## config.mk

```make
export PLATFORM = sky130hd
export DESIGN_NAME = running_mean_deviation_stats
export DESIGN_NICKNAME = d
export VERILOG_FILES = /design/src/hdl/rmds_pkg.sv /design/src/hdl/running_mean_deviation_stats.sv /design/src/hdl/rmds_div.sv /design/src/hdl/rmds_sqrt.sv
export SDC_FILE = /design/constraint.sdc
export NUM_CORES = 2
export LEC_CHECK = 0
export BUFFER_PORTS_ARGS = -buffer_cell sky130_fd_sc_hd__buf_2
export CELL_PAD_IN_SITES_DETAIL_PLACEMENT = 0
export CELL_PAD_IN_SITES_GLOBAL_PLACEMENT = 1
export CORE_AREA = 3 3 407 409
export CTS_BUF_LIST = sky130_fd_sc_hd__clkbuf_16
export DETAILED_ROUTE_END_ITERATION = 16
export DIE_AREA = 0 0 410 412
export PLACE_DENSITY_LB_ADDON = 0.12
export SKIP_LAST_GASP = 1
export SYNTH_ARGS = -nofsm -noshare
export SYNTH_HDL_FRONTEND = slang
export SYNTH_SLANG_ARGS = --single-unit
export TNS_END_PERCENT = 50
```

## constraint.sdc

```tcl
create_clock -name i_clk -period 12.2 [get_ports i_clk]
set_input_delay 0.61 -clock i_clk [delete_from_list [all_inputs] [get_ports i_clk]]
set_output_delay 0.61 -clock i_clk [all_outputs]
set_load 0.01 [all_outputs]
```

## src/hdl/rmds_pkg.sv

```systemverilog
// ----------------------------------------------------------------------------
// rmds_pkg
// Types and constants shared by the running mean and deviation block.
// ----------------------------------------------------------------------------
package rmds_pkg;

    localparam int SAMPLE_BITS = 24;
    localparam int COUNT_BITS  = 16;
    localparam int FIELD_BITS  = 24;
    localparam int SUM_BITS    = 64;
    localparam int NORM_BITS   = 32;
    localparam int ROOT_BITS   = 32;
    localparam int MUL_A_BITS  = 48;
    localparam int MUL_B_BITS  = 24;

    localparam int DIV_STEPS   = SUM_BITS;
    localparam int SQRT_STEPS  = ROOT_BITS;

    localparam logic signed [FIELD_BITS-1:0] CODE_MAX =
        FIELD_BITS'((64'd1 << (SAMPLE_BITS - 1)) - 64'd1);
    localparam logic signed [FIELD_BITS-1:0] CODE_MIN = -CODE_MAX - FIELD_BITS'(1);
    localparam logic [SUM_BITS-1:0] QUO_LIM_NEG = 64'd1 << (SAMPLE_BITS - 1);
    localparam logic [SUM_BITS-1:0] QUO_LIM_POS = QUO_LIM_NEG - 64'd1;
    localparam logic [COUNT_BITS-1:0] COUNT_MAX = '1;
    localparam logic [FIELD_BITS-1:0] DEV_MAX = '1;
    localparam logic [FIELD_BITS-1:0] PLAIN_WEIGHT = FIELD_BITS'(256);

    localparam logic [1:0] KIND_PLAIN  = 2'd0;
    localparam logic [1:0] KIND_WEIGHT = 2'd1;
    localparam logic [1:0] KIND_CLEAR  = 2'd2;

    typedef enum logic [3:0] {
        ST_IDLE,
        ST_SQR,
        ST_SQW,
        ST_VALW,
        ST_ACC,
        ST_CHK,
        ST_DIV1,
        ST_MM,
        ST_DIV2,
        ST_SQRT,
        ST_FIN
    } t_state;

endpackage

```

## src/hdl/running_mean_deviation_stats.sv

```systemverilog
// ----------------------------------------------------------------------------
// running_mean_deviation_stats
// A sample item with a deviation takes four multiply steps, two divisions and a
// root; one without a deviation ends after the first division, one with a zero
// norm before it; a clear item skips all steps; a stalled output adds its wait.
// Throughput: one item at a time; the next item is accepted the cycle after
// the result register loads. Reset: synchronous, active low; empty statistics.
// ----------------------------------------------------------------------------
module running_mean_deviation_stats (
    input  logic                                  i_clk,
    input  logic                                  i_rst_n,
    input  logic                                  i_valid,
    output logic                                  o_ready,
    input  logic [1:0]                            i_kind,
    input  logic signed [rmds_pkg::FIELD_BITS-1:0] i_sample,
    input  logic [15:0]                           i_weight,
    output logic                                  o_valid,
    input  logic                                  i_ready,
    output logic signed [rmds_pkg::FIELD_BITS-1:0] o_mean_value,
    output logic [rmds_pkg::FIELD_BITS-1:0]       o_deviation,
    output logic signed [rmds_pkg::FIELD_BITS-1:0] o_minimum_seen,
    output logic signed [rmds_pkg::FIELD_BITS-1:0] o_maximum_seen,
    output logic                                  o_deviation_valid,
    output logic                                  o_mean_infinite,
    output logic                                  o_saturated
);
    localparam int FB = rmds_pkg::FIELD_BITS;
    localparam int SB = rmds_pkg::SAMPLE_BITS;
    localparam int UB = rmds_pkg::SUM_BITS;
    localparam int NB = rmds_pkg::NORM_BITS;
    localparam int KB = rmds_pkg::COUNT_BITS;

    rmds_pkg::t_state r_state, n_state;

    logic signed [FB-1:0] r_s, n_s;
    logic                 r_wt, n_wt;
    logic [15:0]          r_w, n_w;
    logic [UB-1:0]        r_prod;
    logic                 w_pen;
    logic signed [FB-1:0] r_min, n_min, r_max, n_max;
    logic signed [UB-1:0] r_vsum, n_vsum;
    logic [UB-1:0]        r_ssum, n_ssum;
    logic [KB-1:0]        r_cnt, n_cnt;
    logic [NB-1:0]        r_norm, n_norm;
    logic                 r_ovf, n_ovf;
    logic signed [FB-1:0] r_mean, n_mean;
    logic [FB-1:0]        r_dev, n_dev;
    logic                 r_dvalid, n_dvalid, r_inf, n_inf;
    logic                 r_ovalid, n_ovalid;
    logic signed [FB-1:0] r_o_mean, r_o_min, r_o_max;
    logic [FB-1:0]        r_o_dev;
    logic                 r_o_dvalid, r_o_inf, r_o_sat;
    logic                 w_load;

    logic [rmds_pkg::MUL_A_BITS-1:0] w_ma;
    logic [rmds_pkg::MUL_B_BITS-1:0] w_mb;
    logic [rmds_pkg::MUL_A_BITS+rmds_pkg::MUL_B_BITS-1:0] w_mp;

    logic [FB-1:0]        w_sabs, w_f, w_am;
    logic signed [FB-1:0] w_sext;
    logic signed [UB-1:0] w_term;
    logic [UB:0]          w_vs65, w_ss65;
    logic [NB:0]          w_norm33;
    logic [NB-1:0]        w_denom;
    logic [UB-1:0]        w_mag;
    logic                 w_div_start, w_div_done, w_sqrt_start, w_sqrt_done;
    logic [UB-1:0]        w_dividend, w_quo, w_rad;
    logic [rmds_pkg::ROOT_BITS-1:0] w_root;

    assign w_sext = FB'(signed'(i_sample[SB-1:0]));
    assign w_sabs = r_s[FB-1] ? FB'(-r_s) : r_s;
    assign w_am   = r_mean[FB-1] ? FB'(-r_mean) : r_mean;
    assign w_f    = r_wt ? FB'(r_w) : rmds_pkg::PLAIN_WEIGHT;
    assign w_mp   = w_ma * w_mb;
    assign w_term = r_s[FB-1] ? -signed'(r_prod) : signed'(r_prod);
    assign w_vs65 = {r_vsum[UB-1], r_vsum} + {w_term[UB-1], w_term};
    assign w_ss65 = {1'b0, r_ssum} + {1'b0, r_prod};
    assign w_norm33 = {1'b0, r_norm} + (NB+1)'(r_w);
    assign w_denom  = r_wt ? r_norm : NB'({r_cnt, 8'b0});
    assign w_mag    = r_vsum[UB-1] ? UB'(-r_vsum) : UB'(r_vsum);
    assign w_dividend = (r_state == rmds_pkg::ST_CHK) ? w_mag : r_ssum;
    assign w_rad    = (w_quo > r_prod) ? w_quo - r_prod : '0;

    rmds_div u_div (
        .i_clk      (i_clk),
        .i_rst_n    (i_rst_n),
        .i_start    (w_div_start),
        .i_dividend (w_dividend),
        .i_divisor  (w_denom),
        .o_done     (w_div_done),
        .o_quotient (w_quo)
    );

    rmds_sqrt u_sqrt (
        .i_clk      (i_clk),
        .i_rst_n    (i_rst_n),
        .i_start    (w_sqrt_start),
        .i_radicand (w_rad),
        .o_done     (w_sqrt_done),
        .o_root     (w_root)
    );

    always_comb begin
        n_state = r_state;
        n_s = r_s; n_wt = r_wt; n_w = r_w;
        n_min = r_min; n_max = r_max;
        n_vsum = r_vsum; n_ssum = r_ssum; n_cnt = r_cnt; n_norm = r_norm; n_ovf = r_ovf;
        n_mean = r_mean; n_dev = r_dev; n_dvalid = r_dvalid; n_inf = r_inf;
        n_ovalid = r_ovalid;
        w_load = 1'b0;
        w_pen = 1'b0;
        w_ma = rmds_pkg::MUL_A_BITS'(w_sabs);
        w_mb = w_sabs;
        w_div_start = 1'b0;
        w_sqrt_start = 1'b0;
        if (r_ovalid && i_ready) n_ovalid = 1'b0;
        case (r_state)
            rmds_pkg::ST_IDLE: begin
                if (i_valid) begin
                    case (i_kind)
                        rmds_pkg::KIND_CLEAR: begin
                            n_min = rmds_pkg::CODE_MAX; n_max = rmds_pkg::CODE_MIN;
                            n_vsum = '0; n_ssum = '0; n_cnt = '0; n_norm = '0;
                            n_ovf = 1'b0;
                            n_mean = '0; n_dev = '0; n_dvalid = 1'b1; n_inf = 1'b0;
                            n_state = rmds_pkg::ST_FIN;
                        end
                        rmds_pkg::KIND_PLAIN, rmds_pkg::KIND_WEIGHT: begin
                            n_s = w_sext;
                            n_wt = (i_kind == rmds_pkg::KIND_WEIGHT);
                            n_w = i_weight;
                            n_state = rmds_pkg::ST_SQR;
                        end
                        default: ;
                    endcase
                end
            end
            rmds_pkg::ST_SQR: begin
                w_pen = 1'b1;
                if (r_s > r_max) n_max = r_s;
                if (r_s < r_min) n_min = r_s;
                n_state = rmds_pkg::ST_SQW;
            end
            rmds_pkg::ST_SQW: begin
                w_ma = r_prod[rmds_pkg::MUL_A_BITS-1:0];
                w_mb = w_f;
                w_pen = 1'b1;
                n_state = rmds_pkg::ST_VALW;
            end
            rmds_pkg::ST_VALW: begin
                if (w_ss65[UB]) begin
                    n_ssum = '1; n_ovf = 1'b1;
                end else begin
                    n_ssum = w_ss65[UB-1:0];
                end
                w_mb = w_f;
                w_pen = 1'b1;
                n_state = rmds_pkg::ST_ACC;
            end
            rmds_pkg::ST_ACC: begin
                if (w_vs65[UB] != w_vs65[UB-1]) begin
                    n_ovf = 1'b1;
                    n_vsum = w_term[UB-1] ? {1'b1, {(UB-1){1'b0}}} : {1'b0, {(UB-1){1'b1}}};
                end else begin
                    n_vsum = signed'(w_vs65[UB-1:0]);
                end
                if (r_wt) begin
                    if (w_norm33[NB]) begin
                        n_norm = '1; n_ovf = 1'b1;
                    end else begin
                        n_norm = w_norm33[NB-1:0];
                    end
                end else if (r_cnt == rmds_pkg::COUNT_MAX) begin
                    n_ovf = 1'b1;
                end else begin
                    n_cnt = r_cnt + KB'(1);
                end
                n_state = rmds_pkg::ST_CHK;
            end
            rmds_pkg::ST_CHK: begin
                n_inf = 1'b0; n_dev = '0; n_dvalid = 1'b0;
                if (r_wt && r_norm == '0) begin
                    n_inf = 1'b1;
                    n_mean = r_vsum[UB-1] ? rmds_pkg::CODE_MIN : rmds_pkg::CODE_MAX;
                    n_state = rmds_pkg::ST_FIN;
                end else begin
                    w_div_start = 1'b1;
                    n_state = rmds_pkg::ST_DIV1;
                end
            end
            rmds_pkg::ST_DIV1: begin
                if (w_div_done) begin
                    if (r_vsum[UB-1]) begin
                        n_mean = (w_quo > rmds_pkg::QUO_LIM_NEG) ? rmds_pkg::CODE_MIN
                                                                 : -signed'(w_quo[FB-1:0]);
                    end else begin
                        n_mean = (w_quo > rmds_pkg::QUO_LIM_POS) ? rmds_pkg::CODE_MAX
                                                                 : signed'(w_quo[FB-1:0]);
                    end
                    if (r_wt ? (r_norm != NB'(r_w)) : (r_cnt > KB'(1)))
                        n_state = rmds_pkg::ST_MM;
                    else
                        n_state = rmds_pkg::ST_FIN;
                end
            end
            rmds_pkg::ST_MM: begin
                w_ma = rmds_pkg::MUL_A_BITS'(w_am);
                w_mb = w_am;
                w_pen = 1'b1;
                w_div_start = 1'b1;
                n_state = rmds_pkg::ST_DIV2;
            end
            rmds_pkg::ST_DIV2: begin
                if (w_div_done) begin
                    w_sqrt_start = 1'b1;
                    n_state = rmds_pkg::ST_SQRT;
                end
            end
            rmds_pkg::ST_SQRT: begin
                if (w_sqrt_done) begin
                    n_dev = (w_root > rmds_pkg::ROOT_BITS'(rmds_pkg::DEV_MAX))
                            ? rmds_pkg::DEV_MAX : w_root[FB-1:0];
                    n_dvalid = 1'b1;
                    n_state = rmds_pkg::ST_FIN;
                end
            end
            rmds_pkg::ST_FIN: begin
                if (!r_ovalid || i_ready) begin
                    w_load = 1'b1;
                    n_ovalid = 1'b1;
                    n_state = rmds_pkg::ST_IDLE;
                end
            end
            default: n_state = rmds_pkg::ST_IDLE;
        endcase
    end

    always_ff @(posedge i_clk) begin
        if (!i_rst_n) begin
            r_state  <= rmds_pkg::ST_IDLE;
            r_ovalid <= 1'b0;
            r_min    <= rmds_pkg::CODE_MAX;
            r_max    <= rmds_pkg::CODE_MIN;
            r_vsum   <= '0;
            r_ssum   <= '0;
            r_cnt    <= '0;
            r_norm   <= '0;
            r_ovf    <= 1'b0;
        end else begin
            r_state  <= n_state;
            r_ovalid <= n_ovalid;
            r_min    <= n_min;
            r_max    <= n_max;
            r_vsum   <= n_vsum;
            r_ssum   <= n_ssum;
            r_cnt    <= n_cnt;
            r_norm   <= n_norm;
            r_ovf    <= n_ovf;
        end
    end

    always_ff @(posedge i_clk) begin
        r_s <= n_s; r_wt <= n_wt; r_w <= n_w;
        r_mean <= n_mean; r_dev <= n_dev; r_dvalid <= n_dvalid; r_inf <= n_inf;
        if (w_pen) r_prod <= w_mp[UB-1:0];
        if (w_load) begin
            r_o_mean   <= r_mean;
            r_o_dev    <= r_dvalid ? r_dev : '0;
            r_o_min    <= r_min;
            r_o_max    <= r_max;
            r_o_dvalid <= r_dvalid;
            r_o_inf    <= r_inf;
            r_o_sat    <= r_ovf;
        end
    end

    assign o_ready           = (r_state == rmds_pkg::ST_IDLE);
    assign o_valid           = r_ovalid;
    assign o_mean_value      = r_o_mean;
    assign o_deviation       = r_o_dev;
    assign o_minimum_seen    = r_o_min;
    assign o_maximum_seen    = r_o_max;
    assign o_deviation_valid = r_o_dvalid;
    assign o_mean_infinite   = r_o_inf;
    assign o_saturated       = r_o_sat;

    a_dev_zero: assert property (@(posedge i_clk) disable iff (!i_rst_n)
        o_valid && !o_deviation_valid |-> o_deviation == '0)
        else $error("deviation not zero while undefined");
    a_inf_sat: assert property (@(posedge i_clk) disable iff (!i_rst_n)
        o_valid && o_mean_infinite |->
            (o_mean_value == rmds_pkg::CODE_MAX || o_mean_value == rmds_pkg::CODE_MIN))
        else $error("infinite mean not saturated");
    a_inf_nodev: assert property (@(posedge i_clk) disable iff (!i_rst_n)
        o_valid && o_mean_infinite |-> !o_deviation_valid)
        else $error("deviation valid with zero norm");
    a_busy_out: assert property (@(posedge i_clk) disable iff (!i_rst_n)
        w_load |=> o_valid)
        else $error("result load did not hold output");
endmodule

```

## src/hdl/rmds_div.sv

```systemverilog
// ----------------------------------------------------------------------------
// rmds_div
// Restoring divider, one quotient bit per cycle, 64 by 32 bits.
// ----------------------------------------------------------------------------
module rmds_div (
    input  logic                             i_clk,
    input  logic                             i_rst_n,
    input  logic                             i_start,
    input  logic [rmds_pkg::SUM_BITS-1:0]    i_dividend,
    input  logic [rmds_pkg::NORM_BITS-1:0]   i_divisor,
    output logic                             o_done,
    output logic [rmds_pkg::SUM_BITS-1:0]    o_quotient
);
    localparam int CW = $clog2(rmds_pkg::DIV_STEPS);
    localparam int NB = rmds_pkg::NORM_BITS;

    logic          r_busy;
    logic          r_done;
    logic [CW-1:0] r_cnt;
    logic [NB:0]   r_rem;
    logic [rmds_pkg::SUM_BITS-1:0] r_quo;
    logic [NB-1:0] r_div;
    logic [NB:0]   w_trial;
    logic [NB:0]   n_rem;
    logic          w_bit;

    always_comb begin
        w_trial = {r_rem[NB-1:0], r_quo[rmds_pkg::SUM_BITS-1]};
        if (w_trial >= {1'b0, r_div}) begin
            n_rem = w_trial - {1'b0, r_div};
            w_bit = 1'b1;
        end else begin
            n_rem = w_trial;
            w_bit = 1'b0;
        end
    end

    always_ff @(posedge i_clk) begin
        if (!i_rst_n) begin
            r_busy <= 1'b0;
            r_done <= 1'b0;
            r_cnt  <= '0;
        end else begin
            r_done <= 1'b0;
            if (i_start) begin
                r_busy <= 1'b1;
                r_cnt  <= '0;
                r_rem  <= '0;
                r_quo  <= i_dividend;
                r_div  <= i_divisor;
            end else if (r_busy) begin
                r_rem <= n_rem;
                r_quo <= {r_quo[rmds_pkg::SUM_BITS-2:0], w_bit};
                r_cnt <= r_cnt + CW'(1);
                if (r_cnt == CW'(rmds_pkg::DIV_STEPS - 1)) begin
                    r_busy <= 1'b0;
                    r_done <= 1'b1;
                end
            end
        end
    end

    assign o_done     = r_done;
    assign o_quotient = r_quo;
endmodule

```

## src/hdl/rmds_sqrt.sv

```systemverilog
// ----------------------------------------------------------------------------
// rmds_sqrt
// Integer square root, one root bit per cycle, 64-bit radicand.
// ----------------------------------------------------------------------------
module rmds_sqrt (
    input  logic                             i_clk,
    input  logic                             i_rst_n,
    input  logic                             i_start,
    input  logic [rmds_pkg::SUM_BITS-1:0]    i_radicand,
    output logic                             o_done,
    output logic [rmds_pkg::ROOT_BITS-1:0]   o_root
);
    localparam int CW = $clog2(rmds_pkg::SQRT_STEPS);
    localparam int RB = rmds_pkg::ROOT_BITS;

    logic          r_busy;
    logic          r_done;
    logic [CW-1:0] r_cnt;
    logic [RB:0]   r_rem;
    logic [RB-1:0] r_root;
    logic [rmds_pkg::SUM_BITS-1:0] r_rad;
    logic [RB+1:0] w_cur;
    logic [RB+1:0] w_trial;
    logic [RB+1:0] w_diff;
    logic [RB:0]   n_rem;
    logic          w_bit;

    always_comb begin
        w_cur   = {r_rem[RB-1:0], r_rad[rmds_pkg::SUM_BITS-1 -: 2]};
        w_trial = {r_root, 2'b01};
        w_diff  = w_cur - w_trial;
        if (w_cur >= w_trial) begin
            n_rem = w_diff[RB:0];
            w_bit = 1'b1;
        end else begin
            n_rem = w_cur[RB:0];
            w_bit = 1'b0;
        end
    end

    always_ff @(posedge i_clk) begin
        if (!i_rst_n) begin
            r_busy <= 1'b0;
            r_done <= 1'b0;
            r_cnt  <= '0;
        end else begin
            r_done <= 1'b0;
            if (i_start) begin
                r_busy <= 1'b1;
                r_cnt  <= '0;
                r_rem  <= '0;
                r_root <= '0;
                r_rad  <= i_radicand;
            end else if (r_busy) begin
                r_rem  <= n_rem;
                r_root <= {r_root[RB-2:0], w_bit};
                r_rad  <= {r_rad[rmds_pkg::SUM_BITS-3:0], 2'b00};
                r_cnt  <= r_cnt + CW'(1);
                if (r_cnt == CW'(rmds_pkg::SQRT_STEPS - 1)) begin
                    r_busy <= 1'b0;
                    r_done <= 1'b1;
                end
            end
        end
    end

    assign o_done = r_done;
    assign o_root = r_root;
endmodule
```

==> key figures <==
Setup path
  • R2r setup slk: 1000 ps
  • Worst EP arrival: 11,660 ps
  • CP required: 12,660 ps
  • Kind of critical path: flop to flop
  • Reg-to-Reg Start: r_s[0]$_DFFE_PP_
  • Crit path top cell by count: fa_1
  • Top Family by Delay on Critical Path: adder cells
  • Terminus of the critical flop-to-flop path: r_prod[63]$_DFFE_PP_
  • Slowest cell on crit path: o311ai_0
  • CP bufs+invs: 6
  • Setup crit end: r_prod[63]$_DFFE_PP_
  • Worst setup EP type: flop
  • Crit path largest cell delay: 710 ps
  • Critical path peak fanout: 16
  • Critical Path Source: r_s[0]$_DFFE_PP_
  • Depth of the worst register-to-register path: 31
  • Setup crit start kind: flop
  • WP depth: 31

Route
  • Routed Antenna Nets: 0
  • Residual DRC: 0
  • Vias per cell: 5.896
  • DR pass1 iterations: 7
  • Vias: 68,250
  • Post-detailed-routing wire length: 277,200 microns
  • Wire length per cell: 23.95 microns
  • DRT iter0 DRCs: 6,452

Final layout
  • Register area: 0.02022 sq mm
  • Layout cells sized above 1: 0.05919
  • Synth-to-Final Area Change: 8.792%
  • # fillers: 14,950
  • Area occupied by multi-input gates: 0.05665 sq mm
  • NumNets Final: 10,840

CTS
  • Setup bufs post-CTS: 0
  • Hold-fix buffers, CTS: 0
  • Num Clock Sinks: 755
  • Post-CTS sizing: 0
  • Clk_lat worst skew: 730 ps
  • Htree depth: 3
  • CTS clk-pin slew, worst paths: 70 ps
  • Root Buffer: clkbuf_16
  • Cts bufs inserted: 93
  • Maximum clock insertion buffer count: 3
  • CTS tree: done

STA
  • Slew @ Worst Pin: 1210 ps
  • Final clock skew: 48.67 ps
  • Fin Setup TNS: 0 ps
  • Period utilisation layout: 0.9182
  • Tmin final: 11,200 ps
  • Final setup fails: 0
  • Hold Fails Final Rpt: 0
  • Slew HR: 0.1935
  • Pins Over Slew Limit: 0
  • Max frequency: 0.08927 GHz
  • RSZ-0062 raised after global routing: no

Global routing
  • Final global-route overflow total: 0
  • GRT Total Usage: 0.3267
  • Pin count of the biggest net entering global routing: 71
  • Global-route wire length before repair: 421,700 microns
  • Number of antenna violations at the first check in global routing: 7
  • Vias in the first global route: 67,840

Floorplanning
  • Die area: 0.1689 sq mm
  • Row count: 148
  • Core Area: 0.1624 sq mm
  • Starting density of the core: 0.5078
  • Die W: 410 microns
  • DIE HEIGHT: 412 microns
  • IO Count: 147

Synth
  • Post-synth EDFFs: 510
  • Post-synth top area cell: fa_1
  • Synth area leaders: fa_1 (24%), edfxtp_1 (19%), ha_1 (7.4%), inv_1 (6.1%), dfxtp_1 (5.9%)
  • Share of the synthesized area in the top cell type: 0.2401
  • Avg Inst Size Synth: 8.959 sq um
  • Mapped Area: 0.08247 sq mm
  • Synthesis-stage register bit count: 755
  • YS warnings: 0
  • Most used DFF post-synth: edfxtp_1
  • Ys async rst share: 0
  • Sequential area share after synthesis: 0.2452
  • Cell variety after synth: 87
  • Mapped Cells: 9,205

Job
  • Reported max-cap violation count: 0

Placement
  • Final Wtd Congestion: 0.9873
  • Port Buffer Count: 146
  • Final HPWL DP: 222,400 microns

Run status
  • Status: finished clean

Worst hold path
  • Worst Hold Class: input port to flop
[synth_stat cells, types with 32 or more instances]
master	count
o21a_1	75
xnor2_1	323
nand2_1	1140
a21oi_1	533
and3_1	84
mux2i_1	57
a22o_1	84
nand3_1	114
o21ai_0	423
buf_1	32
fa_1	989
a22oi_1	37
xor2_1	171
clkbuf_1	387
nor2b_1	57
inv_1	1334
a21o_1	197
o31ai_1	61
nor4_1	54
a211oi_1	100
edfxtp_1	510
ha_1	487
and2_1	80
or3_1	71
nor2_1	755
nor3_1	84
dfxtp_1	245
a31oi_1	56
o21bai_1	62
nand2b_1	79
nand4_1	85
[state kept, by name (all words and copies together) (netlist names), 32 cells and up]
| name | count |
|---|---|
| u_div.o_quotient | 64 |
| r_vsum | 64 |
| u_sqrt.r_rem | 32 |
| u_sqrt.o_root | 32 |
| u_div.r_rem | 32 |
| r_prod | 64 |
| u_sqrt.r_rad | 64 |
| u_div.r_div | 32 |
| r_norm | 32 |
| r_ssum | 64 |
[per-layer routing]
layer / wire length, microns / part of all wire / vias up / global-route usage
met4: 10820 / 0.039 / 4 / 0.1163
met2: 127200 / 0.46 / 2531 / 0.5203
met1: 118300 / 0.43 / 34410 / 0.4522
met5: 31 / 0.00011 / - / 0
li1: - / - / 30810 / -
met3: 20840 / 0.075 / 491 / 0.05292
[kinds of logic after synthesis]
kind of cell    Yosys count  share of synthesized area
simple gates           2687                     0.1448
compound gates         1955                     0.1536
fa+ha+maj              1476                     0.3140
flops                   755                     0.2452
other cells               2                 0.00009107
buf+inv                1763                    0.08073
mux                      72                   0.008967
xor+xnor                495                    0.05266
[layout by cell type, fill, tap and decap left out, drive strengths merged, types with 245 or more instances in the layout]
cell,Yosys,routed
a21oi,535,535
buf,39,271
dfxtp,245,245
edfxtp,510,510
fa,989,989
ha,487,487
inv,1336,1353
nand2,1141,1141
nor2,755,755
o21ai,440,440
xnor2,324,324
[through the flow]
| stage | hold slack, ps | cells | utilization | instance area [sq um] | setup slack (ps) |
|---|---|---|---|---|---|
| after global routing | 30.07 | 11570 | 0.5524 | 89700 | 392.3 |
| after detailed placement | 436.0 | 11390 | 0.5313 | 86290 | 1108 |
| after global placement | 444.0 | 11390 | 0.5313 | 86290 | 1298 |
| after CTS | 5.026 | 11570 | 0.5524 | 89700 | 1058 |
| after floorplan | 400.3 | 9373 | - | 83100 | 2419 |
| final | 61.47 | 11580 | 0.5524 | 89720 | 997.7 |
[layout make-up]
cell class | count | area share
Clock buffer | 99 | 0.02761
Multi-Input combinational cell | 6855 | 0.6314
Sequential cell | 755 | 0.2254
Timing Repair Buffer | 271 | 0.01874
Clock inverter | 77 | 0.01042
Inverter | 1337 | 0.05597
Tap cell | 2175 | 0.03033
Antenna cell | 6 | 0.0001674
[worst min-delay path by stage]
stage                                        end  slack, ps  cells past startpoint              startpoint
floorplan              o_mean_infinite$_DFFE_PP_        400                      0     r_inf$_SDFFCE_PN0P_
global placement    o_maximum_seen[23]$_DFFE_PP_        440                      0  r_max[23]$_SDFFE_PN1P_
detailed placement  o_maximum_seen[23]$_DFFE_PP_        440                      0  r_max[23]$_SDFFE_PN1P_
CTS                            r_s[16]$_DFFE_PP_          5                      1            i_sample[16]
global route                   r_s[16]$_DFFE_PP_         30                      1            i_sample[16]
finish                         r_s[20]$_DFFE_PP_         60                      1            i_sample[20]
[worst register-to-register path: cells and delay by family, from the launching register on]
family	cells	cell delay, ps
buffers and inverters	6	840
adder cells (fa/ha/maj)	8	4080
AO/OA/AOI/OAI	9	2800
AND/OR/NAND/NOR	6	2330
flip-flops	1	540
XOR/XNOR	2	330
Power is not shown: default switching activity piles up to over one toggle a cycle in this logic, so the estimate is an artifact.
